File: src/rtl/mf3_pkg.sv
// Package for the 3x3 median filter: pixel and window types, register map,
// reset values and the control struct passed to the median stage.
// No dependencies.
package mf3_pkg;

	localparam int PIX_W        = 8;
	localparam int WIN_SIDE     = 3;
	localparam int WIN_N        = WIN_SIDE * WIN_SIDE;
	localparam int WIN_CENTRE   = 4;
	localparam int MEDIAN_RANK  = 4;
	localparam int RANK_W       = $clog2(WIN_N + 1);

	localparam int MAX_WIDTH_DEF = 1024;
	localparam int IMG_WIDTH_W   = 11;
	localparam int IMG_HEIGHT_W  = 16;
	localparam logic [IMG_WIDTH_W-1:0]  WIDTH_RESET  = IMG_WIDTH_W'(640);
	localparam logic [IMG_HEIGHT_W-1:0] HEIGHT_RESET = IMG_HEIGHT_W'(480);

	localparam int PADDR_W = 3;
	localparam int PDATA_W = 32;
	localparam logic REG_WIDTH_IDX  = 1'b0;
	localparam logic REG_HEIGHT_IDX = 1'b1;

	localparam logic ACT_PIXEL = 1'b0;
	localparam logic ACT_FLUSH = 1'b1;

	typedef logic [PIX_W-1:0] pix_t;

	typedef struct packed {
		logic interior;
		logic frame_end;
	} mf3_ctl_t;

endpackage

File: src/rtl/mf3_median.sv
// Median-of-nine selection: one registered stage of pairwise compares,
// then rank counting and selection. Depends on mf3_pkg.
module mf3_median import mf3_pkg::*; (
	input  logic     clk,
	input  logic     load,
	input  pix_t     win [WIN_N],
	input  mf3_ctl_t ctl,
	output pix_t     result,
	output mf3_ctl_t ctl_s3
);

	// lt_s3[i][j]: value j is strictly below value i
	logic [WIN_N-1:0] lt_s3 [WIN_N];
	pix_t             val_s3 [WIN_N];
	pix_t             med;

	always_ff @(posedge clk) begin
		if (load) begin
			for (int i = 0; i < WIN_N; i++) begin
				val_s3[i] <= win[i];
				for (int j = 0; j < WIN_N; j++) begin
					lt_s3[i][j] <= (win[j] < win[i]);
				end
			end
			ctl_s3 <= ctl;
		end
	end

	always_comb begin
		logic [RANK_W-1:0] below;
		logic [RANK_W-1:0] at_or_below;
		med = val_s3[WIN_CENTRE];
		// scan from the top so the lowest matching index wins
		for (int i = WIN_N - 1; i >= 0; i--) begin
			below       = '0;
			at_or_below = '0;
			for (int j = 0; j < WIN_N; j++) begin
				below       = below + RANK_W'(lt_s3[i][j]);
				at_or_below = at_or_below + RANK_W'(!lt_s3[j][i]);
			end
			if (below <= RANK_W'(MEDIAN_RANK) && at_or_below >= RANK_W'(MEDIAN_RANK + 1)) begin
				med = val_s3[i];
			end
		end
	end

	assign result = ctl_s3.interior ? med : val_s3[WIN_CENTRE];

endmodule
File: config.mk
export PLATFORM = sky130hd
export DESIGN_NAME = mf3_median
export DESIGN_NICKNAME = d
export VERILOG_FILES = /design/src/rtl/mf3_pkg.sv /design/src/rtl/mf3_median.sv
export SDC_FILE = /design/constraint.sdc
export NUM_CORES = 1
export LEC_CHECK = 0
export ABC_AREA = 0
export BUFFER_PORTS_ARGS = -buffer_cell sky130_fd_sc_hd__buf_4
export CORE_ASPECT_RATIO = 0.75
export CORE_MARGIN = 10
export CORE_UTILIZATION = 60
export DETAILED_ROUTE_END_ITERATION = 10
export GPL_TIMING_DRIVEN = 0
export PLACE_DENSITY = 0.78
export SLEW_MARGIN = 20
export SYNTH_ARGS = -nofsm -noshare
export SYNTH_HDL_FRONTEND = slang
export SYNTH_SLANG_ARGS = --single-unit
File: constraint.sdc
create_clock -name clk -period 6.5 [get_ports clk]
set_input_delay 1.3 -clock clk [delete_from_list [all_inputs] [get_ports clk]]
set_output_delay 1.3 -clock clk [all_outputs]
set_load 0.01 [all_outputs]
# After elaboration in Yosys (flattened, before gate mapping)
# Memory sizes are Yosys's and may differ from the RTL's.
# Cells that the tools add are included.
totals:
  ff_bits: 2
  ram_bits: 153
  out_inout_bits: 10
  n_memories: 2
classes:
  addsub: 144
  order_cmp: 99
  n_mux: 12
  reduce_logical: 90
memory_table:
  columns: ["memory", "words", "word_bits", "rd", "rd_clocked_by_memory_dff", "write_ports", "line_no", "rtl"]
  rows:
  - ["lt_s3", 9, 9, 9, 0, 9, "mf3_median.sv:13", "logic [WIN_N-1:0] lt_s3 [WIN_N];"]
  - ["val_s3", 9, 8, 9, 0, 9, "mf3_median.sv:14", "pix_t val_s3 [WIN_N];"]
ops:
  columns: ["operator", "n"]
  rows:
  - ["$lt A8 B8 Y1", 81]
  - ["$add A4 B1 Y4", 90]
  - ["$logic_not A1 Y1", 81]
  - ["$mux W8", 10]
  - ["$add A3 B1 Y4", 18]
  - ["$add A2 B1 Y3", 18]
  - ["$add A1 B1 Y2", 18]
  - ["$ge A4 B3 Y1 const B", 9]
  - ["$le A4 B3 Y1 const B", 9]
  - ["$logic_and A1 B1 Y1", 9]
  - ["$mux W1", 2]

# Depth between registers and ports, before layout
# Gate-level depths: netlist of run 1.
# An unclocked memory read counts as a cell.
logic_depth:
  ltp_word: 22
  depth_mapped: 16

# Worst setup path after synthesis of run 1
# Ideal clock, no wire load.
synth_timing:
  path_type: "register to output"
  from: "mem lt_s3[1][2] (netlist bit)"
  to: "out result[0]"
  t_arrival_ns: 4.316
  required_time_ns: 5.200
  slack_ns: 0.884
  stages_incl_launch_ff: 16
  path_buffers: 1
  cell_sequence: "edfxtp_1 > inv_1 > fa_1 > fa_1 > fa_1 > inv_1 > ha_1 > fa_1 > nand2_1 > a221oi_1 > a211o_2 > nand2_4 > or3_1 > buf_6 > a2111o_1 > a31oi_1"
synth_rtl:
  columns: ["element", "line_no", "rtl"]
  rows:
  - ["start: declaration", "mf3_median.sv:13", null]
  - ["end: declaration", "mf3_median.sv:8", "output pix_t result,"]

==> impl_metrics.env, run 1 <==
export IMPL_status="finished, final reports clean"
export IMPL_ant_nets=0
export IMPL_hold_buffers=0
export IMPL_setup_violations=0
export IMPL_wl_per_cell_um=23.8
export IMPL_cp_cell_sequence="inv_1 -> fa_2 -> fa_1 -> ha_1 -> fa_1 -> fa_1 -> a21oi_2 -> o32ai_2 -> a211oi_2 -> and3b_2 -> and2_0 -> a2111o_1 -> a31oi_1 -> buf_4"
export IMPL_grt_max_degree=82
export IMPL_initial_utilization_pct=61.3
export IMPL_fmax_ghz=0.155
export IMPL_num_antenna_cells=0
export IMPL_clockBufferDepth=2
export IMPL_cpPeakStageDelay_ps=530
export IMPL_path_delay_family="adder cells"
export IMPL_die_w_um=201
export IMPL_critPathRequiredTime_ps=5200
export IMPL_yosys_top_cells_area="edfxtp_1 (30%), ha_1 (30%), fa_1 (9.8%)"
export IMPL_hp_class="in -> reg"
export IMPL_htree_num_levels=4
export IMPL_gp_congestion=0.963
export IMPL_grt_pass1_wl_um=67700
export IMPL_nFillCells=1774
export IMPL_synth_seq_cells=146
export IMPL_worstMarginPinSlew_ps=653
export IMPL_die_area_um2=31400
export IMPL_cts_buffers=17
export IMPL_grt_pass1_vias=12000
export IMPL_drt_pass1_iterations=6
export IMPL_yosys_warnings=0
export IMPL_p_leak_nw=8.16
export IMPL_grt_util_met1_pct=36.6
export IMPL_asyncSetResetFlopFracSynth_pct=0
export IMPL_cp_start_kind="register"
export IMPL_num_io_pins=86
export IMPL_cp_num_cells=14
export IMPL_placementRows=49
export IMPL_netlist_area_leader_share_pct=29.7
export IMPL_drc=0
export IMPL_whs_path_depth=1
export IMPL_clock_sinks=146
export IMPL_slew_headroom_pct=56.2
export IMPL_hpwl_um=34800
export IMPL_layout_nets=2015
export IMPL_io_buffers=85
export IMPL_synth_distinct_cells=40
export IMPL_final_min_clock_period_ps=6430
export IMPL_fin_crit_sh_pct=99.0
export IMPL_critPathMaxFanout=8
export IMPL_synth_most_common_cell="ha_1"
export IMPL_ys_seq_area_share_pct=29.7
export IMPL_worstHoldEndpoint="ctl_s3[1]"
export IMPL_maxCapViolations=0
export IMPL_synth_nets=1894
export IMPL_viasPerCell=6.29
export IMPL_cp_end_kind="primary output"
export IMPL_crit_type="reg -> out"
export IMPL_wl_um=44200
export IMPL_grt_ovfl_total=0
export IMPL_synthTopCellsByCount="ha_1 (350), inv_1 (219), edfxtp_1 (146), nor2_1 (122), a21o_1 (75)"
export IMPL_drt_iter0_markers=1316
export IMPL_synth_edf_count=146
export IMPL_final_cells=1860
export IMPL_vias=11700
export IMPL_min_from="ctl[1]"
export IMPL_area_growth_pct=13.5
export IMPL_cpMostUsedCell="fa_1"
export IMPL_power_density_nw_per_um2=327
export IMPL_hold_violations=0
export IMPL_whs_ps=1040
export IMPL_fp_dieH_um=156
export IMPL_path_buf_inv=2
export IMPL_drive_gt1_share_pct=11.7
export IMPL_root_buffer="clkbuf_16"
export IMPL_yosys_area_top_type="edfxtp_1"
export IMPL_cp_arrival_ps=5130
export IMPL_antenna_found_initial=0
export IMPL_maxSlewViolCount=0
export IMPL_synth_area_per_cell_um2=10.6
export IMPL_grt_usage_pct=28.3
export IMPL_vdd_ir_drop_worst_uv=242
export IMPL_cts_tree="done"
export IMPL_cp_slowest_cell="fa_1"
export IMPL_cts_clk_slew_worst_paths_ps=70
export IMPL_dp_cells=1814
export IMPL_ys_flop_type="edfxtp_1"
export IMPL_core_um2=24100
export IMPL_busiest_layer="met2"
export IMPL_synth_cells=1396
export IMPL_met2_usage_pct=45.0
export IMPL_syn_cell_area_um2=14800
export IMPL_use_met3_pct=6.72
[routing by layer]
metal	up-vias	share of wire [%]
met5	-	0
met2	611	45
met4	0	4.1
met3	128	10
li1	5308	-
met1	5651	41
[power breakdown]
group	total [W]	switching, W	internal (W)	leakage [nW]
Sequential	0.00121	0.0000569	0.00115	1.43
Clock	0.00106	0.000420	0.000640	0.284
Combinational	0.00322	0.00184	0.00138	6.44
[sequential cells by signal, indices dropped and copies added, names as in the netlist]
signal / flops
lt_s3: 72
ctl_s3: 2
val_s3: 72
[logic make-up (layout without fill, tap and decap cells)]
family,count (synthesis),in the layout,share of synthesized area [%]
fa+ha+maj,422,422,39.4
flops,146,146,29.7
simple gates,315,315,11.3
mux,8,8,0.542
buf+inv,226,359,5.80
xor+xnor,9,9,0.534
compound gates,270,270,12.7
[area by class of cell]
class	instances	area [um^2]	area share, %
plain buffers	5	20.0	0.119
clock buffers	18	429	2.56
clock inverters	13	184	1.10
inverters	219	822	4.91
multi-input cells	1024	9680	57.8
flip-flops and latches	146	4380	26.2
well taps	331	414	2.47
repair buffers	104	821	4.90
[worst max path at each step]
stage	slack [ps]	from	endpoint
finish	70	lt_s3[3][7]	result[6]
global route	-30	lt_s3[3][7]	result[2]
CTS	1	lt_s3[0][2]	result[2]
detailed placement	-50	lt_s3[0][6]	result[7]
global placement	20	lt_s3[0][6]	result[7]
floorplan	880	lt_s3[1][2]	result[0]
[through the flow]
stage | total power [W] | area [um^2] | util (%) | setup slack, ps | setup TNS, ps
3_5_place_dp | 0.00405 | 15900 | 65.9 | -48.9 | -95.6
4_1_cts | 0.00532 | 16600 | 69.0 | 1.40 | 0
5_1_grt | 0.00584 | 16800 | 69.5 | -31.2 | -121
3_3_place_gp | 0.00392 | 15800 | 65.7 | 20.3 | 0
2_1_floorplan | 0.00313 | 14800 | - | 884 | 0
6_report | 0.00549 | 16800 | 69.5 | 67.0 | 0
[what timing repair did]
item                                    4_1_cts  5_1_grt
endpoints found under the setup margin        8        8
setup buffers                                 4       13
pin swaps                                    12       24
resized for setup                            21       22
hold endpoints to repair                      0        0
[layout by cell type, fill, tap and decap left out, types with 47 or more instances in the layout]
cell,n
edfxtp_1,146
nand4_1,72
inv_1,210
a21o_1,75
ha_1,349
fa_1,66
a21oi_1,47
buf_4,101
o21ai_0,48
nor2_1,122
Note: power is estimated with default switching activity, not from simulation.
==> run 2: changes to the inputs <==
--- a/config.mk
+++ b/config.mk
@@ -12,7 +12,7 @@
 export CORE_UTILIZATION = 60
 export DETAILED_ROUTE_END_ITERATION = 10
 export GPL_TIMING_DRIVEN = 0
-export PLACE_DENSITY = 0.78
+export PLACE_DENSITY_LB_ADDON = 0.15
 export SLEW_MARGIN = 20
 export SYNTH_ARGS = -nofsm -noshare
 export SYNTH_HDL_FRONTEND = slang
==> run 2 against run 1 <==
  * Final area hardly changed
  * Critical path depth grew 2
  * Critical path type unchanged
  * Wire length up 1.3%
  * Critical endpoint is now result[7]
==> impl_metrics.env, run 2 (synthesized netlist as in run 1, its figures left out) <==
export IMPL_gp_congestion=0.945
export IMPL_wl_um=44800
export IMPL_slew_headroom_pct=61.1
export IMPL_switchingPower_w=0.00233
export IMPL_die_area_um2=31400
export IMPL_rsz0062_at_grt="yes"
export IMPL_critPathRequiredTime_ps=5200
export IMPL_wl_per_cell_um=24.0
export IMPL_cts_tree="done"
export IMPL_whs_ps=1020
export IMPL_p_seq_share_pct=21.9
export IMPL_ant_nets=0
export IMPL_setup_violations=0
export IMPL_final_min_clock_period_ps=6410
export IMPL_area_growth_pct=13.5
export IMPL_vdd_ir_drop_worst_uv=190
export IMPL_drt_pass1_iterations=5
export IMPL_maxCapViolations=0
export IMPL_grt_usage_pct=29.0
export IMPL_viasPerCell=6.27
export IMPL_grt_max_degree=102
export IMPL_power_density_nw_per_um2=329
export IMPL_placementRows=49
export IMPL_status="finished, final reports clean"
export IMPL_cp_arrival_ps=5110
export IMPL_initial_utilization_pct=61.3
export IMPL_dp_cells=1814
export IMPL_cp_start_kind="register"
export IMPL_cts_clk_slew_worst_paths_ps=70
export IMPL_fin_crit_sh_pct=98.6
export IMPL_hp_class="in -> reg"
export IMPL_core_um2=24100
export IMPL_die_w_um=201
export IMPL_clockBufferDepth=2
export IMPL_cpMostUsedCell="fa_1"
export IMPL_final_cells=1863
export IMPL_final_area_um2=16800
export IMPL_top_regs="lt_s3 (72), val_s3 (72), ctl_s3 (2)"
export IMPL_hpwl_um=35400
export IMPL_drt_iter0_markers=1235
export IMPL_cts_buffers=17
export IMPL_critPathMaxFanout=8
export IMPL_worstMarginPinSlew_ps=584
export IMPL_drive_gt1_share_pct=12.0
export IMPL_vias=11700
export IMPL_grt_pass1_wl_um=68500
export IMPL_layout_nets=2018
export IMPL_root_buffer="clkbuf_16"
export IMPL_antenna_found_initial=0
export IMPL_htree_num_levels=4
export IMPL_power_share_combinational_pct=59.8
export IMPL_num_io_pins=86
export IMPL_crit_type="reg -> out"
export IMPL_clock_sinks=146
export IMPL_cp_slowest_cell="fa_1"
export IMPL_swShare_pct=42.3
export IMPL_p_clk_share_pct=18.4
export IMPL_drc=0
export IMPL_maxSlewViolCount=0
export IMPL_placed_area_um2=15900
export IMPL_fp_dieH_um=156
export IMPL_io_buffers=85
export IMPL_p_leak_nw=8.17
export IMPL_cp_end_kind="primary output"
export IMPL_grt_pass1_vias=12100
export IMPL_final_cell_mix="ha_1 (349), inv_1 (210), edfxtp_1 (146), nor2_1 (122), buf_4 (101)"
export IMPL_p_int_w=0.00318
export IMPL_cpPeakStageDelay_ps=560
export IMPL_grt_ovfl_total=0
export IMPL_num_antenna_cells=0
export IMPL_hold_violations=0
export IMPL_final_common_cell="ha_1"
export IMPL_cp_cell_sequence="inv_2 -> fa_1 -> fa_1 -> fa_1 -> inv_1 -> ha_2 -> fa_1 -> nand2_1 -> a221oi_2 -> a211o_2 -> nand2_4 -> or3_4 -> buf_6 -> a2111o_1 -> a31oi_2 -> buf_4"
export IMPL_fmax_ghz=0.156
==> run 2: what timing repair did <==
item | CTS | global route
gates resized for setup | 23 | 21
hold buffers | 0 | 0
setup buffers | 8 | 11
pin swaps | 15 | 18
endpoints found under the setup margin | 8 | 8
endpoints found under the hold margin | 0 | 0
==> run 2: path summary, 6_finish.rpt <==
kind	start	cells after the start	slack, ps	end
hold / removal	ctl[1]	1	1020	ctl_s3[1]
setup / recovery	lt_s3[3][2]	16	90	result[7]
==> run 2: power by group through the flow <==
stage	clock network (W)	logic, W	registers (W)
2_1_floorplan	0	0.00193	0.00120
3_3_place_gp	0	0.00271	0.00122
3_5_place_dp	0	0.00283	0.00122
4_1_cts	0.00101	0.00310	0.00120
5_1_grt	0.00106	0.00362	0.00121
6_report	0.00101	0.00330	0.00120
==> run 2: worst max-delay path: cells and delay by family (launching register included) <==
| kind | cells | cell delay [ps] |
|---|---|---|
| AOI/OAI and AO/OA | 4 | 1070 |
| adders and majority gates | 5 | 2240 |
| buffers and inverters | 4 | 480 |
| DFF | 1 | 390 |
| and+or+nand+nor | 3 | 480 |
==> run 2: routing by layer <==
| metal | vias to the layer above | global-route usage (%) | share of wire [%] |
|---|---|---|---|
| li1 | 5310 | - | - |
| met1 | 5685 | 37.9 | 42 |
| met2 | 574 | 45.6 | 44 |
| met3 | 111 | 7.06 | 9.6 |
| met4 | 0 | 11.7 | 3.6 |
| met5 | - | 0 | 0 |
==> run 2: area by class of cell <==
class | instances | area (um^2)
buffer | 6 | 32.5
clock inverter | 13 | 150
tap | 331 | 414
timing repair buffer | 106 | 852
clock buffer | 18 | 429
sequential | 146 | 4380
multi-input combinational | 1024 | 9670
inverter | 219 | 822
fill | 1837 | 7340
==> run 2: through the flow <==
stage,utilization [%],setup TNS (ps),setup WS (ps),power [W]
detailed placement,65.9,-307,-111,0.00405
CTS,69.0,0,22.5,0.00531
finish,69.6,0,90.9,0.00551
floorplan,-,0,884,0.00313
global route,69.6,-33.2,-18.1,0.00589
global placement,65.7,-185,-86.3,0.00393
